[src/rtl/accel_feedforward_byte_encoder_core_assert.svh]
// ----------------------------------------------------------------------------
// Assertion macros for the feed-forward byte encoder
// Concurrent checks clocked on the rising edge, disabled while reset is low.
// ----------------------------------------------------------------------------
`ifndef ACCEL_FEEDFORWARD_BYTE_ENCODER_CORE_ASSERT_SVH
`define ACCEL_FEEDFORWARD_BYTE_ENCODER_CORE_ASSERT_SVH

// Consequent checked in the same cycle as the antecedent
`define FFBE_ASSERT_SAME(name, clk, rst_n, pre, post, msg) \
	name: assert property (@(posedge clk) disable iff (!rst_n) (pre) |-> (post)) \
		else $error(msg);

// Consequent checked in the cycle after the antecedent
`define FFBE_ASSERT_NEXT(name, clk, rst_n, pre, post, msg) \
	name: assert property (@(posedge clk) disable iff (!rst_n) (pre) |=> (post)) \
		else $error(msg);

`endif

[src/rtl/ffbe_pkg.sv]
// ----------------------------------------------------------------------------
// ffbe_pkg
// Shared types and constants of the feed-forward byte encoder.
// ----------------------------------------------------------------------------
package ffbe_pkg;

	// field widths fixed by the register map and result format
	localparam int RANGE_W   = 15;
	localparam int GAIN_W    = 9;
	localparam int LEN_W     = 20;
	localparam int FRAC_W    = 8;
	localparam int R_W       = RANGE_W + FRAC_W;   // range in Q15.8
	localparam int FILT_W    = 24;                 // filter state, Q16.8
	localparam int OUT_W     = 16;
	localparam int CODE_W    = 8;
	localparam int QUO_W     = 7;
	localparam int NUM_W     = 31;                 // dividend of the code divider
	localparam int CNT_W     = 3;
	localparam int DIV_STEPS = 7;
	localparam int ROUND_HALF = 128;

	localparam int CFG_IDX_W  = 3;
	localparam int CFG_DATA_W = 20;

	localparam logic [RANGE_W-1:0] RANGE_ONE = 15'd1;
	localparam logic [GAIN_W-1:0]  GAIN_FULL = 9'd256;
	localparam logic [QUO_W-1:0]   CODE_ZERO = 7'd64;

	// register indexes
	localparam logic [CFG_IDX_W-1:0] REG_ACCEL_RANGE     = 3'd0;
	localparam logic [CFG_IDX_W-1:0] REG_FILTER_GAIN     = 3'd1;
	localparam logic [CFG_IDX_W-1:0] REG_BIAS_GAIN       = 3'd2;
	localparam logic [CFG_IDX_W-1:0] REG_STRAIGHT_LENGTH = 3'd3;
	localparam logic [CFG_IDX_W-1:0] REG_CURVE_LENGTH    = 3'd4;
	localparam logic [CFG_IDX_W-1:0] REG_GUARD_LENGTH    = 3'd5;
	localparam logic [CFG_IDX_W-1:0] REG_AXIS_NEGATE     = 3'd6;

	typedef struct packed {
		logic [RANGE_W-1:0] accel_range;
		logic [GAIN_W-1:0]  filter_gain;
		logic [GAIN_W-1:0]  bias_gain;
		logic [LEN_W-1:0]   straight_length;
		logic [LEN_W-1:0]   curve_length;
		logic [LEN_W-1:0]   guard_length;
		logic               axis_negate;
	} cfg_t;

	localparam cfg_t CFG_RESET = '{
		accel_range:     15'd1024,
		filter_gain:     9'd90,
		bias_gain:       9'd5,
		straight_length: 20'd2400,
		curve_length:    20'd2513,
		guard_length:    20'd80,
		axis_negate:     1'b1
	};

	typedef enum logic [3:0] {
		ST_IDLE,
		ST_SAMPLE,
		ST_BIAS_MUL,
		ST_BIAS_ACC,
		ST_CLIP,
		ST_FILT_MUL,
		ST_FILT_ACC,
		ST_DIV_INIT,
		ST_DIV,
		ST_FIN
	} state_t;

	// controller -> datapath
	typedef struct packed {
		logic load_in;
		logic load_sample;
		logic filt_clear;
		logic bias_seed;
		logic mul_en;
		logic mul_filt;
		logic bias_acc;
		logic clip_en;
		logic filt_acc;
		logic div_init;
		logic div_step;
		logic out_load;
	} dp_cmd_t;

	// datapath -> controller
	typedef struct packed {
		logic fresh;
		logic present;
		logic active;
		logic known;
		logic div_last;
	} dp_status_t;

endpackage

[src/rtl/ffbe_if.sv]
// ----------------------------------------------------------------------------
// ffbe_if
// Valid/ready channels of the encoder: sample words, result words, register
// writes.
// ----------------------------------------------------------------------------
interface ffbe_in_if #(
	parameter int ACCEL_WIDTH = 16,
	parameter int DIST_WIDTH  = 20
);
	logic                          valid;
	logic                          ready;
	logic                          frame_fresh;
	logic                          accel_present;
	logic signed [ACCEL_WIDTH-1:0] accel_raw;
	logic                          route_active;
	logic                          lap_mode;
	logic [DIST_WIDTH-1:0]         distance_travelled;

	modport source (
		output valid, frame_fresh, accel_present, accel_raw, route_active, lap_mode,
		output distance_travelled,
		input  ready
	);
	modport sink (
		input  valid, frame_fresh, accel_present, accel_raw, route_active, lap_mode,
		input  distance_travelled,
		output ready
	);
endinterface

interface ffbe_out_if;
	logic                                 valid;
	logic                                 ready;
	logic [ffbe_pkg::CODE_W-1:0]          code_byte;
	logic                                 on_straight;
	logic signed [ffbe_pkg::OUT_W-1:0]    filtered_accel;

	modport source (output valid, code_byte, on_straight, filtered_accel, input ready);
	modport sink   (input valid, code_byte, on_straight, filtered_accel, output ready);
endinterface

interface ffbe_cfg_if;
	logic                              valid;
	logic                              ready;
	logic [ffbe_pkg::CFG_IDX_W-1:0]    index;
	logic [ffbe_pkg::CFG_DATA_W-1:0]   data;

	modport source (output valid, index, data, input ready);
	modport sink   (input valid, index, data, output ready);
endinterface

[src/rtl/ffbe_cfg.sv]
// ----------------------------------------------------------------------------
// ffbe_cfg
// Configuration register bank; writes are always taken.
// ----------------------------------------------------------------------------
module ffbe_cfg (
	input  logic            clk,
	input  logic            arst_n,
	ffbe_cfg_if.sink        cfg,
	output ffbe_pkg::cfg_t  regs
);

	ffbe_pkg::cfg_t regs_q;

	assign cfg.ready = 1'b1;
	assign regs      = regs_q;

	// register write decode; unknown indexes are dropped
	always_ff @(posedge clk or negedge arst_n) begin
		if (!arst_n) begin
			regs_q <= ffbe_pkg::CFG_RESET;
		end else if (cfg.valid && cfg.ready) begin
			unique case (cfg.index)
				ffbe_pkg::REG_ACCEL_RANGE:
					regs_q.accel_range <= cfg.data[ffbe_pkg::RANGE_W-1:0];
				ffbe_pkg::REG_FILTER_GAIN:
					regs_q.filter_gain <= cfg.data[ffbe_pkg::GAIN_W-1:0];
				ffbe_pkg::REG_BIAS_GAIN:
					regs_q.bias_gain <= cfg.data[ffbe_pkg::GAIN_W-1:0];
				ffbe_pkg::REG_STRAIGHT_LENGTH:
					regs_q.straight_length <= cfg.data[ffbe_pkg::LEN_W-1:0];
				ffbe_pkg::REG_CURVE_LENGTH:
					regs_q.curve_length <= cfg.data[ffbe_pkg::LEN_W-1:0];
				ffbe_pkg::REG_GUARD_LENGTH:
					regs_q.guard_length <= cfg.data[ffbe_pkg::LEN_W-1:0];
				ffbe_pkg::REG_AXIS_NEGATE:
					regs_q.axis_negate <= cfg.data[0];
				default: ;
			endcase
		end
	end

endmodule

[src/rtl/ffbe_ctrl.sv]
// ----------------------------------------------------------------------------
// ffbe_ctrl
// Sequencer of the encoder: walks one sample word through bias tracking,
// filtering and the code divider, and owns the result handshake.
// ----------------------------------------------------------------------------
`include "accel_feedforward_byte_encoder_core_assert.svh"

module ffbe_ctrl (
	input  logic                  clk,
	input  logic                  arst_n,
	input  logic                  in_valid,
	output logic                  in_ready,
	output logic                  out_valid,
	input  logic                  out_ready,
	input  ffbe_pkg::dp_status_t  status,
	output ffbe_pkg::dp_cmd_t     cmd
);

	ffbe_pkg::state_t state_q, state_d;
	logic             out_valid_q;

	// state register
	always_ff @(posedge clk or negedge arst_n) begin
		if (!arst_n) begin
			state_q <= ffbe_pkg::ST_IDLE;
		end else begin
			state_q <= state_d;
		end
	end

	// next state and datapath commands
	always_comb begin
		state_d  = state_q;
		cmd      = '0;
		in_ready = 1'b0;
		unique case (state_q)
			ffbe_pkg::ST_IDLE: begin
				in_ready = 1'b1;
				if (in_valid) begin
					cmd.load_in = 1'b1;
					state_d     = ffbe_pkg::ST_SAMPLE;
				end
			end
			ffbe_pkg::ST_SAMPLE: begin
				cmd.load_sample = 1'b1;
				priority if (!status.fresh) begin
					cmd.filt_clear = 1'b1;
					state_d        = ffbe_pkg::ST_DIV_INIT;
				end else if (!status.present) begin
					state_d = ffbe_pkg::ST_DIV_INIT;
				end else if (status.active) begin
					state_d = ffbe_pkg::ST_CLIP;
				end else if (!status.known) begin
					cmd.bias_seed = 1'b1;
					state_d       = ffbe_pkg::ST_CLIP;
				end else begin
					state_d = ffbe_pkg::ST_BIAS_MUL;
				end
			end
			ffbe_pkg::ST_BIAS_MUL: begin
				cmd.mul_en = 1'b1;
				state_d    = ffbe_pkg::ST_BIAS_ACC;
			end
			ffbe_pkg::ST_BIAS_ACC: begin
				cmd.bias_acc = 1'b1;
				state_d      = ffbe_pkg::ST_CLIP;
			end
			ffbe_pkg::ST_CLIP: begin
				cmd.clip_en = 1'b1;
				state_d     = ffbe_pkg::ST_FILT_MUL;
			end
			ffbe_pkg::ST_FILT_MUL: begin
				cmd.mul_en   = 1'b1;
				cmd.mul_filt = 1'b1;
				state_d      = ffbe_pkg::ST_FILT_ACC;
			end
			ffbe_pkg::ST_FILT_ACC: begin
				cmd.filt_acc = 1'b1;
				state_d      = ffbe_pkg::ST_DIV_INIT;
			end
			ffbe_pkg::ST_DIV_INIT: begin
				cmd.div_init = 1'b1;
				state_d      = ffbe_pkg::ST_DIV;
			end
			ffbe_pkg::ST_DIV: begin
				cmd.div_step = 1'b1;
				if (status.div_last) begin
					state_d = ffbe_pkg::ST_FIN;
				end
			end
			ffbe_pkg::ST_FIN: begin
				// load the result register once it is free
				if (!out_valid_q || out_ready) begin
					cmd.out_load = 1'b1;
					state_d      = ffbe_pkg::ST_IDLE;
				end
			end
			default: begin
				state_d = ffbe_pkg::ST_IDLE;
			end
		endcase
	end

	// result word valid flag
	always_ff @(posedge clk or negedge arst_n) begin
		if (!arst_n) begin
			out_valid_q <= 1'b0;
		end else if (cmd.out_load) begin
			out_valid_q <= 1'b1;
		end else if (out_ready) begin
			out_valid_q <= 1'b0;
		end
	end

	assign out_valid = out_valid_q;

	`FFBE_ASSERT_NEXT(a_accept_starts, clk, arst_n, in_valid && in_ready, state_q == ffbe_pkg::ST_SAMPLE, "accepted word did not start processing")
	`FFBE_ASSERT_NEXT(a_fin_waits, clk, arst_n, state_q == ffbe_pkg::ST_FIN && out_valid_q && !out_ready, state_q == ffbe_pkg::ST_FIN, "pending result overwritten")
	`FFBE_ASSERT_NEXT(a_div_ends, clk, arst_n, state_q == ffbe_pkg::ST_DIV && status.div_last, state_q == ffbe_pkg::ST_FIN, "divider did not hand over")

endmodule

[src/rtl/ffbe_dp.sv]
// ----------------------------------------------------------------------------
// ffbe_dp
// Datapath of the encoder: sample conditioning, bias and filter state, one
// shared gain multiplier, a restoring code divider and the result register.
// ----------------------------------------------------------------------------
`include "accel_feedforward_byte_encoder_core_assert.svh"

module ffbe_dp #(
	parameter int ACCEL_WIDTH = 16,
	parameter int DIST_WIDTH  = 20
) (
	input  logic                              clk,
	input  logic                              arst_n,
	input  ffbe_pkg::cfg_t                    cfg_regs,
	input  logic                              frame_fresh,
	input  logic                              accel_present,
	input  logic signed [ACCEL_WIDTH-1:0]     accel_raw,
	input  logic                              route_active,
	input  logic                              lap_mode,
	input  logic [DIST_WIDTH-1:0]             distance_travelled,
	input  ffbe_pkg::dp_cmd_t                 cmd,
	output ffbe_pkg::dp_status_t              status,
	output logic [ffbe_pkg::CODE_W-1:0]       code_byte,
	output logic                              on_straight,
	output logic signed [ffbe_pkg::OUT_W-1:0] filtered_accel
);

	localparam int SW = ACCEL_WIDTH + ffbe_pkg::FRAC_W;            // sample, Q.8
	localparam int AW = ffbe_pkg::FILT_W + 1;
	localparam int MW = (ACCEL_WIDTH + 9 > AW) ? ACCEL_WIDTH + 9 : AW;
	localparam int PW = MW + ffbe_pkg::GAIN_W + 1;
	localparam int CW = ((DIST_WIDTH > ffbe_pkg::LEN_W + 2) ? DIST_WIDTH
		: ffbe_pkg::LEN_W + 2) + 2;
	localparam logic signed [ACCEL_WIDTH-1:0] RAW_MIN = {1'b1, {(ACCEL_WIDTH-1){1'b0}}};
	localparam logic signed [ACCEL_WIDTH-1:0] RAW_MAX = {1'b0, {(ACCEL_WIDTH-1){1'b1}}};

	// captured input word
	logic                          fresh_q, present_q, active_q, lap_q;
	logic signed [ACCEL_WIDTH-1:0] raw_q;
	logic [DIST_WIDTH-1:0]         dist_q;

	always_ff @(posedge clk) begin
		if (cmd.load_in) begin
			fresh_q   <= frame_fresh;
			present_q <= accel_present;
			raw_q     <= accel_raw;
			active_q  <= route_active;
			lap_q     <= lap_mode;
			dist_q    <= distance_travelled;
		end
	end

	// range in Q15.8, zero range taken as one LSB
	logic [ffbe_pkg::R_W-1:0] r_w;
	assign r_w = {(cfg_regs.accel_range == '0) ? ffbe_pkg::RANGE_ONE : cfg_regs.accel_range,
		{ffbe_pkg::FRAC_W{1'b0}}};

	// sample: optional negation with saturation, widened to Q.8
	logic signed [ACCEL_WIDTH-1:0] neg_w, axis_w;
	logic signed [SW-1:0]          samp_w;
	logic signed [SW-1:0]          samp_q;

	assign neg_w  = (raw_q == RAW_MIN) ? RAW_MAX : -raw_q;
	assign axis_w = cfg_regs.axis_negate ? neg_w : raw_q;
	assign samp_w = {axis_w, {ffbe_pkg::FRAC_W{1'b0}}};

	// lap window bounds, signed so a negative bound never matches
	logic signed [CW-1:0] len_s_w, len_c_w, len_g_w;
	logic signed [CW-1:0] b_lo_q, b_mid_q, b_hi_q;

	assign len_s_w = signed'(CW'(cfg_regs.straight_length));
	assign len_c_w = signed'(CW'(cfg_regs.curve_length));
	assign len_g_w = signed'(CW'(cfg_regs.guard_length));

	always_ff @(posedge clk) begin
		if (cmd.load_sample) begin
			samp_q  <= samp_w;
			b_lo_q  <= len_s_w - len_g_w;
			b_mid_q <= len_s_w + len_c_w + len_g_w;
			b_hi_q  <= len_s_w + len_s_w + len_c_w - len_g_w;
		end
	end

	// state registers
	logic signed [SW-1:0]               bias_q;
	logic                               known_q;
	logic signed [ffbe_pkg::FILT_W-1:0] filt_q;
	logic signed [ffbe_pkg::FILT_W-1:0] clip_q;

	// shared gain multiplier
	logic [ffbe_pkg::GAIN_W-1:0] gf_w, gb_w;
	logic signed [ffbe_pkg::GAIN_W:0] gain_w;
	logic signed [MW-1:0] bdiff_w, fdiff_w, op_w;
	logic signed [PW-1:0] prod_w, prod_q, psum_w, rnd_w;

	assign gf_w    = cfg_regs.filter_gain[ffbe_pkg::GAIN_W-1] ? ffbe_pkg::GAIN_FULL
		: cfg_regs.filter_gain;
	assign gb_w    = cfg_regs.bias_gain[ffbe_pkg::GAIN_W-1] ? ffbe_pkg::GAIN_FULL
		: cfg_regs.bias_gain;
	assign bdiff_w = MW'(samp_q) - MW'(bias_q);
	assign fdiff_w = MW'(clip_q) - MW'(filt_q);
	assign op_w    = cmd.mul_filt ? fdiff_w : bdiff_w;
	assign gain_w  = {1'b0, cmd.mul_filt ? gf_w : gb_w};
	assign prod_w  = op_w * gain_w;

	always_ff @(posedge clk) begin
		if (cmd.mul_en) begin
			prod_q <= prod_w;
		end
	end

	// round half up, then drop eight fraction bits
	assign psum_w = prod_q + PW'(ffbe_pkg::ROUND_HALF);
	assign rnd_w  = psum_w >>> ffbe_pkg::FRAC_W;

	// bias correction and clamp to +/- range
	logic signed [MW-1:0] corr_w, rpos_w;
	logic signed [MW-1:0] clip_w;

	assign corr_w = known_q ? bdiff_w : MW'(samp_q);
	assign rpos_w = signed'(MW'(r_w));

	always_comb begin
		if (corr_w > rpos_w) begin
			clip_w = rpos_w;
		end else if (corr_w < -rpos_w) begin
			clip_w = -rpos_w;
		end else begin
			clip_w = corr_w;
		end
	end

	always_ff @(posedge clk) begin
		if (cmd.clip_en) begin
			clip_q <= clip_w[ffbe_pkg::FILT_W-1:0];
		end
	end

	// bias tracker and low-pass state
	always_ff @(posedge clk or negedge arst_n) begin
		if (!arst_n) begin
			bias_q  <= '0;
			known_q <= 1'b0;
			filt_q  <= '0;
		end else begin
			if (cmd.bias_seed) begin
				bias_q  <= samp_w;
				known_q <= 1'b1;
			end else if (cmd.bias_acc) begin
				bias_q <= bias_q + signed'(rnd_w[SW-1:0]);
			end
			if (cmd.filt_clear) begin
				filt_q <= '0;
			end else if (cmd.filt_acc) begin
				filt_q <= filt_q + signed'(rnd_w[ffbe_pkg::FILT_W-1:0]);
			end
		end
	end

	// code divider setup: clamp the filter value, build dividend and divisor
	logic signed [AW-1:0] fe_w, ra_pos_w, a_w;
	logic [AW-1:0]        ra_sum_w;
	logic                 aneg_w;
	logic [ffbe_pkg::R_W-1:0] a_mag_w;
	logic [ffbe_pkg::NUM_W-1:0] num_w;

	assign fe_w     = AW'(filt_q);
	assign ra_pos_w = signed'(AW'(r_w));

	always_comb begin
		if (fe_w > ra_pos_w) begin
			a_w = ra_pos_w;
		end else if (fe_w < -ra_pos_w) begin
			a_w = -ra_pos_w;
		end else begin
			a_w = fe_w;
		end
	end

	assign aneg_w   = a_w[AW-1] || (a_w == '0);
	assign ra_sum_w = AW'(r_w) + a_w;
	assign a_mag_w  = a_w[ffbe_pkg::R_W-1:0];

	// at or below zero: 129r + 128a = 128(r + a) + r; above: 126a + r
	always_comb begin
		if (aneg_w) begin
			num_w = ffbe_pkg::NUM_W'({ra_sum_w[ffbe_pkg::R_W-1:0], 7'b0})
				+ ffbe_pkg::NUM_W'(r_w);
		end else begin
			num_w = ffbe_pkg::NUM_W'({a_mag_w, 7'b0}) - ffbe_pkg::NUM_W'({a_mag_w, 1'b0})
				+ ffbe_pkg::NUM_W'(r_w);
		end
	end

	// restoring divider by 2r, one quotient bit a cycle
	logic [ffbe_pkg::NUM_W-1:0] rem_q, dsh_q;
	logic [ffbe_pkg::QUO_W-1:0] quo_q;
	logic [ffbe_pkg::CNT_W-1:0] cnt_q;
	logic                       aneg_q;
	logic                       fit_w;

	assign fit_w = (rem_q >= dsh_q);

	always_ff @(posedge clk) begin
		if (cmd.div_init) begin
			rem_q  <= num_w;
			dsh_q  <= ffbe_pkg::NUM_W'({r_w, 7'b0});
			quo_q  <= '0;
			cnt_q  <= ffbe_pkg::CNT_W'(ffbe_pkg::DIV_STEPS - 1);
			aneg_q <= aneg_w;
		end else if (cmd.div_step) begin
			if (fit_w) begin
				rem_q <= rem_q - dsh_q;
			end
			quo_q <= {quo_q[ffbe_pkg::QUO_W-2:0], fit_w};
			dsh_q <= dsh_q >> 1;
			cnt_q <= cnt_q - 1'b1;
		end
	end

	// straight segment flag
	logic signed [CW-1:0] dist_w;
	logic                 straight_w;

	assign dist_w     = signed'(CW'(dist_q));
	assign straight_w = !(lap_q && active_q) || (dist_w < b_lo_q)
		|| ((dist_w >= b_mid_q) && (dist_w < b_hi_q));

	// result register
	logic [ffbe_pkg::QUO_W-1:0]        code7_w;
	logic signed [AW-1:0]              fsum_w, fshift_w;
	logic [ffbe_pkg::CODE_W-1:0]       code_q;
	logic                              straight_q;
	logic signed [ffbe_pkg::OUT_W-1:0] fout_q;

	assign code7_w  = aneg_q ? quo_q : ffbe_pkg::CODE_ZERO + quo_q;
	assign fsum_w   = AW'(filt_q) + AW'(ffbe_pkg::ROUND_HALF);
	assign fshift_w = fsum_w >>> ffbe_pkg::FRAC_W;

	always_ff @(posedge clk) begin
		if (cmd.out_load) begin
			code_q     <= {straight_w, code7_w};
			straight_q <= straight_w;
			fout_q     <= fshift_w[ffbe_pkg::OUT_W-1:0];
		end
	end

	assign code_byte      = code_q;
	assign on_straight    = straight_q;
	assign filtered_accel = fout_q;

	assign status.fresh    = fresh_q;
	assign status.present  = present_q;
	assign status.active   = active_q;
	assign status.known    = known_q;
	assign status.div_last = (cnt_q == '0);

	`FFBE_ASSERT_SAME(a_quot_range, clk, arst_n, cmd.out_load, quo_q <= ffbe_pkg::CODE_ZERO, "code quotient out of range")
	`FFBE_ASSERT_NEXT(a_seed_known, clk, arst_n, cmd.bias_seed, known_q, "bias seed did not mark bias known")
	`FFBE_ASSERT_NEXT(a_filt_cleared, clk, arst_n, cmd.filt_clear, filt_q == '0, "stale word did not clear the filter")

endmodule

[src/rtl/accel_feedforward_byte_encoder_core.sv]
// ----------------------------------------------------------------------------
// accel_feedforward_byte_encoder_core
// Bias-tracked, clamped and low-pass filtered forward acceleration, encoded
// into one byte with a straight-segment flag.
// ----------------------------------------------------------------------------
//  channel   | dir | handshake      | word
//  samples   | in  | valid / ready  | fresh, present, raw sample, route flags, distance
//  results   | out | valid / ready  | code byte, straight flag, filtered value
//  cfg       | in  | valid / ready  | register index, write data (always ready)
//
//  An accepted sample word is carried to the result register, and the next word
//  is taken in the cycle after that; no new word is accepted while one is in
//  work: the shared gain multiplier serves bias and filter in turn, and the code
//  divider produces one quotient bit a cycle.
//  Reset loads the register defaults and clears bias and filter state.
//  A finished result sits in the output register while the next word is
//  accepted; the sequencer only holds before writing a new result over it.
// ----------------------------------------------------------------------------
module accel_feedforward_byte_encoder_core #(
	parameter int ACCEL_WIDTH = 16,
	parameter int DIST_WIDTH  = 20
) (
	input  logic        clk,
	input  logic        arst_n,
	ffbe_in_if.sink     samples,
	ffbe_out_if.source  results,
	ffbe_cfg_if.sink    cfg
);

	ffbe_pkg::cfg_t       cfg_regs;
	ffbe_pkg::dp_cmd_t    cmd;
	ffbe_pkg::dp_status_t status;

	// register bank
	ffbe_cfg u_cfg (
		.clk    (clk),
		.arst_n (arst_n),
		.cfg    (cfg),
		.regs   (cfg_regs)
	);

	// sequencer
	ffbe_ctrl u_ctrl (
		.clk       (clk),
		.arst_n    (arst_n),
		.in_valid  (samples.valid),
		.in_ready  (samples.ready),
		.out_valid (results.valid),
		.out_ready (results.ready),
		.status    (status),
		.cmd       (cmd)
	);

	// arithmetic
	ffbe_dp #(
		.ACCEL_WIDTH (ACCEL_WIDTH),
		.DIST_WIDTH  (DIST_WIDTH)
	) u_dp (
		.clk                (clk),
		.arst_n             (arst_n),
		.cfg_regs           (cfg_regs),
		.frame_fresh        (samples.frame_fresh),
		.accel_present      (samples.accel_present),
		.accel_raw          (samples.accel_raw),
		.route_active       (samples.route_active),
		.lap_mode           (samples.lap_mode),
		.distance_travelled (samples.distance_travelled),
		.cmd                (cmd),
		.status             (status),
		.code_byte          (results.code_byte),
		.on_straight        (results.on_straight),
		.filtered_accel     (results.filtered_accel)
	);

endmodule

[src/flat_wrapper.sv]
// flat-port wrapper written by rule: the top's interface ports become plain ports
module accel_feedforward_byte_encoder_core_flat 
#(
	parameter int ACCEL_WIDTH = 16,
	parameter int DIST_WIDTH  = 20
)
  (clk, arst_n, samples_valid, samples_frame_fresh, samples_accel_present, samples_accel_raw, samples_route_active, samples_lap_mode, samples_distance_travelled, samples_ready, results_valid, results_code_byte, results_on_straight, results_filtered_accel, results_ready, cfg_valid, cfg_index, cfg_data, cfg_ready);
  ffbe_in_if #(.ACCEL_WIDTH(ACCEL_WIDTH), .DIST_WIDTH(DIST_WIDTH)) samples_i ();
  ffbe_out_if results_i ();
  ffbe_cfg_if cfg_i ();
  input  logic clk;
  input  logic arst_n;
  input wire logic [$bits(samples_i.valid)-1:0] samples_valid;
  input wire logic [$bits(samples_i.frame_fresh)-1:0] samples_frame_fresh;
  input wire logic [$bits(samples_i.accel_present)-1:0] samples_accel_present;
  input wire logic [$bits(samples_i.accel_raw)-1:0] samples_accel_raw;
  input wire logic [$bits(samples_i.route_active)-1:0] samples_route_active;
  input wire logic [$bits(samples_i.lap_mode)-1:0] samples_lap_mode;
  input wire logic [$bits(samples_i.distance_travelled)-1:0] samples_distance_travelled;
  output wire logic [$bits(samples_i.ready)-1:0] samples_ready;
  output wire logic [$bits(results_i.valid)-1:0] results_valid;
  output wire logic [$bits(results_i.code_byte)-1:0] results_code_byte;
  output wire logic [$bits(results_i.on_straight)-1:0] results_on_straight;
  output wire logic [$bits(results_i.filtered_accel)-1:0] results_filtered_accel;
  input wire logic [$bits(results_i.ready)-1:0] results_ready;
  input wire logic [$bits(cfg_i.valid)-1:0] cfg_valid;
  input wire logic [$bits(cfg_i.index)-1:0] cfg_index;
  input wire logic [$bits(cfg_i.data)-1:0] cfg_data;
  output wire logic [$bits(cfg_i.ready)-1:0] cfg_ready;
  assign samples_i.valid = samples_valid;
  assign samples_i.frame_fresh = samples_frame_fresh;
  assign samples_i.accel_present = samples_accel_present;
  assign samples_i.accel_raw = samples_accel_raw;
  assign samples_i.route_active = samples_route_active;
  assign samples_i.lap_mode = samples_lap_mode;
  assign samples_i.distance_travelled = samples_distance_travelled;
  assign samples_ready = samples_i.ready;
  assign results_valid = results_i.valid;
  assign results_code_byte = results_i.code_byte;
  assign results_on_straight = results_i.on_straight;
  assign results_filtered_accel = results_i.filtered_accel;
  assign results_i.ready = results_ready;
  assign cfg_i.valid = cfg_valid;
  assign cfg_i.index = cfg_index;
  assign cfg_i.data = cfg_data;
  assign cfg_ready = cfg_i.ready;
  accel_feedforward_byte_encoder_core #(.ACCEL_WIDTH(ACCEL_WIDTH), .DIST_WIDTH(DIST_WIDTH)) u_core (.clk(clk), .arst_n(arst_n), .samples(samples_i), .results(results_i), .cfg(cfg_i));
endmodule
[config.mk]
export PLATFORM = sky130hd
export DESIGN_NAME = accel_feedforward_byte_encoder_core_flat
export DESIGN_NICKNAME = d
export VERILOG_FILES = /design/src/rtl/ffbe_pkg.sv /design/src/rtl/ffbe_if.sv /design/src/rtl/ffbe_cfg.sv /design/src/rtl/ffbe_ctrl.sv /design/src/rtl/ffbe_dp.sv /design/src/rtl/accel_feedforward_byte_encoder_core.sv /design/src/flat_wrapper.sv
export VERILOG_INCLUDE_DIRS = /design/src /design/src/rtl
export SDC_FILE = /design/constraint.sdc
export NUM_CORES = 2
export LEC_CHECK = 0
export BUFFER_PORTS_ARGS = -buffer_cell sky130_fd_sc_hd__buf_2
export CAP_MARGIN = 10
export CORE_UTILIZATION = 40
export DETAILED_ROUTE_END_ITERATION = 10
export GPL_TIMING_DRIVEN = 1
export PLACE_DENSITY = 0.52
export SYNTH_ARGS = -nofsm -noshare
export SYNTH_HDL_FRONTEND = slang
export SYNTH_SLANG_ARGS = --single-unit
[constraint.sdc]
create_clock -name clk -period 11.58 [get_ports clk]
set_input_delay 1.737 -clock clk [delete_from_list [all_inputs] [get_ports clk]]
set_output_delay 1.737 -clock clk [all_outputs]
set_load 0.02 [all_outputs]
After elaboration in Yosys (flattened, before gate mapping)
Index checks and enable logic that the tools add are counted.
- equal/unequal tests: 19
- $mul: 1
- reduce and logical (&&, ||, !) cells: 28
- bitwise operators: 0
- divide/modulo/power cells: 0
- order comparisons: 8
- add/sub/neg operators: 21
- shift-type cells: 0
- multiplexer cells: 51
- operators with widths (cell ; number):
    $mux 31 ; 4
    $mux 24 ; 5
    $mux 25 ; 4
    $mux 30 ; 2
    $sub 24x24->25 ; 2
    $add 24x24->24 ; 2
    $lt 21x24->1 ; 2
    $add 21x20->22 ; 2
    $add 20x20->21 ; 2
    $pmux 4 s10 ; 1
    $add 32x9->32 const B ; 1
    $mul 25x10->32 ; 1
    $mux 16 ; 2
    $add 30x23->31 ; 1
    $add 31x23->31 ; 1
    $ge 31x30->1 ; 1
    $sub 30x24->31 ; 1
    $sub 31x30->31 ; 1
    $mux 9 ; 3
    $gt 25x24->1 ; 1
    $logic_not 25->1 ; 1
    $lt 24x25->1 ; 1
    $lt 25x25->1 ; 1
    $neg 23->25 ; 1
    35 further kinds ; 85
- bits in writable memories: 0
- memories: 0
- flip-flop bits (word level): 429
- bits in latches: 0
- memory bits (read-only): 0
- logic and storage cells: 162
- bits of input ports: 68

Logic depth before layout (Yosys ltp)
- word-level depth: 10
- mapped depth: 37
- depth with buffers taken out: 34

Modules after synthesis
From an unflattened synthesis, not the netlist that was laid out.
- cells, all modules: 4285
- area, all modules: 39967.1 µm²
- by module, submodules not included (module ; area each (µm²) ; cells each ; sequential area each (µm²) ; instances):
    ffbe_dp ; 35944.5 ; 4030 ; 9023.7 ; 1
    ffbe_cfg ; 3595.9 ; 206 ; 2377.3 ; 1
    ffbe_ctrl ; 426.7 ; 49 ; 125.1 ; 1

Worst setup path after synthesis
Ideal clock, no wire load.
- kind: register to register
- from: register u_core.u_dp.filt_q[0] (netlist bit)
- to: register u_core.u_dp.prod_q[31], data pin
- data arrival time: 8.019 ns
- cell stages (with the launch flop): 34
- path buffers: 0
- required time: 11.312 ns
- library setup time: 0.268 ns
- setup slack: 3.293 ns
- cell sequence: dfrtp_1 ha_1 inv_1 fa_1 a211oi_1 o21ai_0 a21o_1 o32ai_1 o31ai_1 o21ai_0 nand2b_1 a21o_1 a21oi_1 xnor2_1 mux2i_1 or2_2 fa_1 inv_1 fa_1 inv_1 fa_1 inv_1 fa_1 fa_1 ha_1 a21o_1 a21oi_1 a21boi_0 a211oi_1 nor2_1 o21a_1 or4_1 a31oi_1 xnor3_1
- cells in the longest elaborated chain, start to end: 3
- RTL lines (element ; RTL line ; text):
    from (decl) ; ffbe_dp.sv:87 ; logic signed [ffbe_pkg::FILT_W-1:0] filt_q;
    from (signal assigned) ; ffbe_dp.sv:155 ; filt_q <= filt_q + signed'(rnd_w[ffbe_pkg::FILT_W-1:0]);
    $sub 24x24->25 ; ffbe_dp.sv:101 ; assign fdiff_w = MW'(clip_q) - MW'(filt_q);
    $mux 25 ; ffbe_dp.sv:102 ; assign op_w = cmd.mul_filt ? fdiff_w : bdiff_w;
    $mul 25x10->32 ; ffbe_dp.sv:104 ; assign prod_w = op_w * gain_w;
    via u_core.u_dp.prod_w[31] ; ffbe_dp.sv:94 ; logic signed [PW-1:0] prod_w, prod_q, psum_w, rnd_w;
    to (signal assigned) ; ffbe_dp.sv:108 ; prod_q <= prod_w;
    to (decl) ; ffbe_dp.sv:94 ;
The timed path passes the listed nets, and every way through them passes these cells.
A chain may end at the register's enable or synchronous reset.

Worst setup path in the final report
Same ends and word-level chain as after synthesis.

==> qor.csv <==
metric;value;unit
status;finished, violations left;
failing checks;DRC;
initial antenna violation count;5;
first-pass GRT wire length;173;mm
Final #Nets;5054;
DRC viols;2;
Cell Area, Synth;39300;um^2
Vias/cell;5.37;
clock skew;0.0279;ns
worst path arrival time;9.74;ns
synthesis-to-layout area growth;9.78;%
crit path max fanout;9;
Synth area leaders;edfxtp_1 18%, ha_1 14%, fa_1 12%, dfrtp_1 8.1%, inv_1 5.2%;
cts repair resizes;0;
Final setup viols;0;
Top FF cell, synth;edfxtp_1;
ys async rst share;35.7;%
Worst Path Buf+Inv;4;
fmax;0.107;GHz
Worst EP required;11.94;ns
Critical Path Stages;33;
CP max stage cell;a211oi_1;
Seq/Total Area, Yosys;29.2;%
share of cells above drive strength 1;8.63;%
post-route insts no fill;5643;
Synth Warn #;0;
Yosys top cell by area;edfxtp_1;
Clock Latency Late Sink;0.63;ns
Placed Area;41300;um^2
Starting Density;40.5;%
PortBufs;94;
setup tns final;0;ns
RD Place Congestion;0.930;
cell count after placement;5545;
Final Hold Viols;0;
I/O Pins;96;
Final Worst Setup Slack;2.21;ns
Detail Route Antenna Nets;0;
Crit Path Class;reg2reg;
TritonRoute pass-1 iters;8;
Cells after Synth;4243;
area fraction of the dominant cell type after synthesis;18.5;%
DRT iter0 DRCs;1866;
CP Launch Type;flop;
final period utilization;80.9;%
EDFF count, synth;242;
RSZ-0062 raised after global routing;false;
Total GRT Usage;22.4;%
pre-CTS worst setup slack;2.26;ns
total gr overflow;0;
syn avg cell area;9.27;um^2
max_cap viols;0;
clk sinks;415;
CTS tree;yes;
largest net degree at the start of global routing;85;
vias in the first global route;29900;
ant diodes;0;
total CTS buffers;52;
CTS root buf;clkbuf_16;
worst hold path depth;2;
Max Slew Vio Count;0;
Commonest cells post-synth;545 x inv_1, 428 x ha_1, 351 x nor2_1, 350 x nand2_1, 242 x edfxtp_1;
delay-heaviest family, CP;adder cells;
Core Area;97100;um^2
deepest level of the CTS H-tree;2;
CP max stage delay;0.59;ns
Max-Slew Margin vs Limit;18.7;%
min cycle time layout;9.37;ns
Design Area, Final;43200;um^2
count leader, synth;inv_1;
most frequent CP cell;fa_1;
clk slew on worst S/H paths;0.06;ns
Via Count;30300;
Synth Register Bits;415;
CP Capture Type;flop;
HP Class;reg2reg;
CTS Hold Buffers Added;0;
Final HPWL DP;88.7;mm
synth unique cells;97;
die height;316;um
Routed WL per cell;19.7;um
cell row count;114;
Worst Max-Slew Pin Slew;1.18;ns
Reg2Reg Depth;33;
Longest Clk Path Bufs;3;
setup repair bufs after CTS;0;
final wirelength;111;mm
die area;99600;um^2
Die X;316;um
[cell usage in the layout, fill, tap and decap left out, types with 58 or more instances in the layout]
| cell type | instances |
|---|---|
| o21ai_0 | 238 |
| xnor2_1 | 184 |
| fa_1 | 235 |
| inv_1 | 544 |
| ha_1 | 428 |
| a21o_1 | 100 |
| xor2_1 | 96 |
| buf_2 | 93 |
| mux2_2 | 74 |
| a21oi_1 | 214 |
| edfxtp_1 | 242 |
| dfrtp_1 | 128 |
| nor3_1 | 83 |
| nor2_1 | 350 |
| nand2_1 | 349 |
| o21a_1 | 58 |
| nand2b_1 | 59 |
| nand3_1 | 78 |
[routing by layer]
layer / vias up / routed length (um) / share of wire, % / GRT usage [%]
met2: 567 / 50700 / 46 / 36.0
met1: 14700 / 53300 / 48 / 32.1
met5: - / 0 / 0 / 0
met4: 0 / 3020 / 2.7 / 6.32
li1: 14900 / - / - / -
met3: 119 / 4150 / 3.7 / 1.89
[cell families (layout without fill, tap and decap cells)]
group / Yosys count / in the layout / synth area share, %
and+or+nand+nor: 1176 / 1176 / 14.0
AOI/OAI and AO/OA: 936 / 936 / 15.4
adders and majority gates: 664 / 664 / 25.6
buffers and inverters: 659 / 782 / 6.45
DFF: 415 / 415 / 29.2
xor gates and xnor gates: 281 / 281 / 6.29
muxes: 110 / 110 / 3.03
other: 2 / 3 / 0.0191
[metrics by stage]
stage,utilization [%],hold slack [ns]
after detailed placement,42.6,0.442
after global routing,44.5,0.478
after global placement,42.6,0.436
after floorplan,-,0.425
final,44.5,0.453
after CTS,44.5,0.457
[registers in the layout, indices dropped and copies added, names as in the netlist, 20 cells and up]
| register | flops |
|---|---|
| u_core.u_dp.b_hi_q | 23 |
| u_core.u_dp.rem_q | 31 |
| u_core.u_dp.bias_q | 24 |
| u_core.u_cfg.regs | 94 |
| u_core.u_dp.dsh_q | 30 |
| u_core.u_dp.b_mid_q | 22 |
| u_core.u_dp.prod_q | 25 |
| u_core.u_dp.b_lo_q | 21 |
| u_core.u_dp.filt_q | 24 |
| u_core.u_dp.dist_q | 20 |
| u_core.u_dp.clip_q | 24 |
[worst reg2reg max path: cells and delay by family (launching register included)]
| kind | cells | cell delay, ns |
|---|---|---|
| adder cells (fa/ha/maj) | 8 | 3.45 |
| AO/OA/AOI/OAI | 14 | 3.25 |
| AND/OR/NAND/NOR | 4 | 1.07 |
| flip-flops | 1 | 0.46 |
| XOR/XNOR | 2 | 0.36 |
| multiplexers | 1 | 0.30 |
| buffers and inverters | 4 | 0.21 |
[path summary, 6_finish.rpt]
| path | from | end | slack (ns) |
|---|---|---|---|
| setup / recovery | u_core.u_dp.filt_q[0] | u_core.u_dp.prod_q[31] | 2.21 |
| hold / removal | u_core.u_dp.dsh_q[10] | u_core.u_dp.dsh_q[9] | 0.45 |
| setup reg to reg | u_core.u_dp.filt_q[0] | u_core.u_dp.prod_q[31] | 2.21 |
| hold reg to reg | u_core.u_dp.dsh_q[10] | u_core.u_dp.dsh_q[9] | 0.45 |
| max in group asynchronous | arst_n | u_core.u_cfg.regs[1] | 8.91 |
| min in group asynchronous | arst_n | u_core.u_dp.filt_q[2] | 1.23 |
[final cells by class]
type                            count  area [um^2]
Clock buffer                       75         1510
Tap cell                         1276         1600
Inverter                          547         2060
Fill cell                        9500        53900
Timing Repair Buffer              137          800
Sequential cell                   415        11500
Multi-Input combinational cell   3170        25400
Clock inverter                     23          340
Power is not shown: default switching activity piles up to over one toggle a cycle in this logic, so the estimate is an artifact.
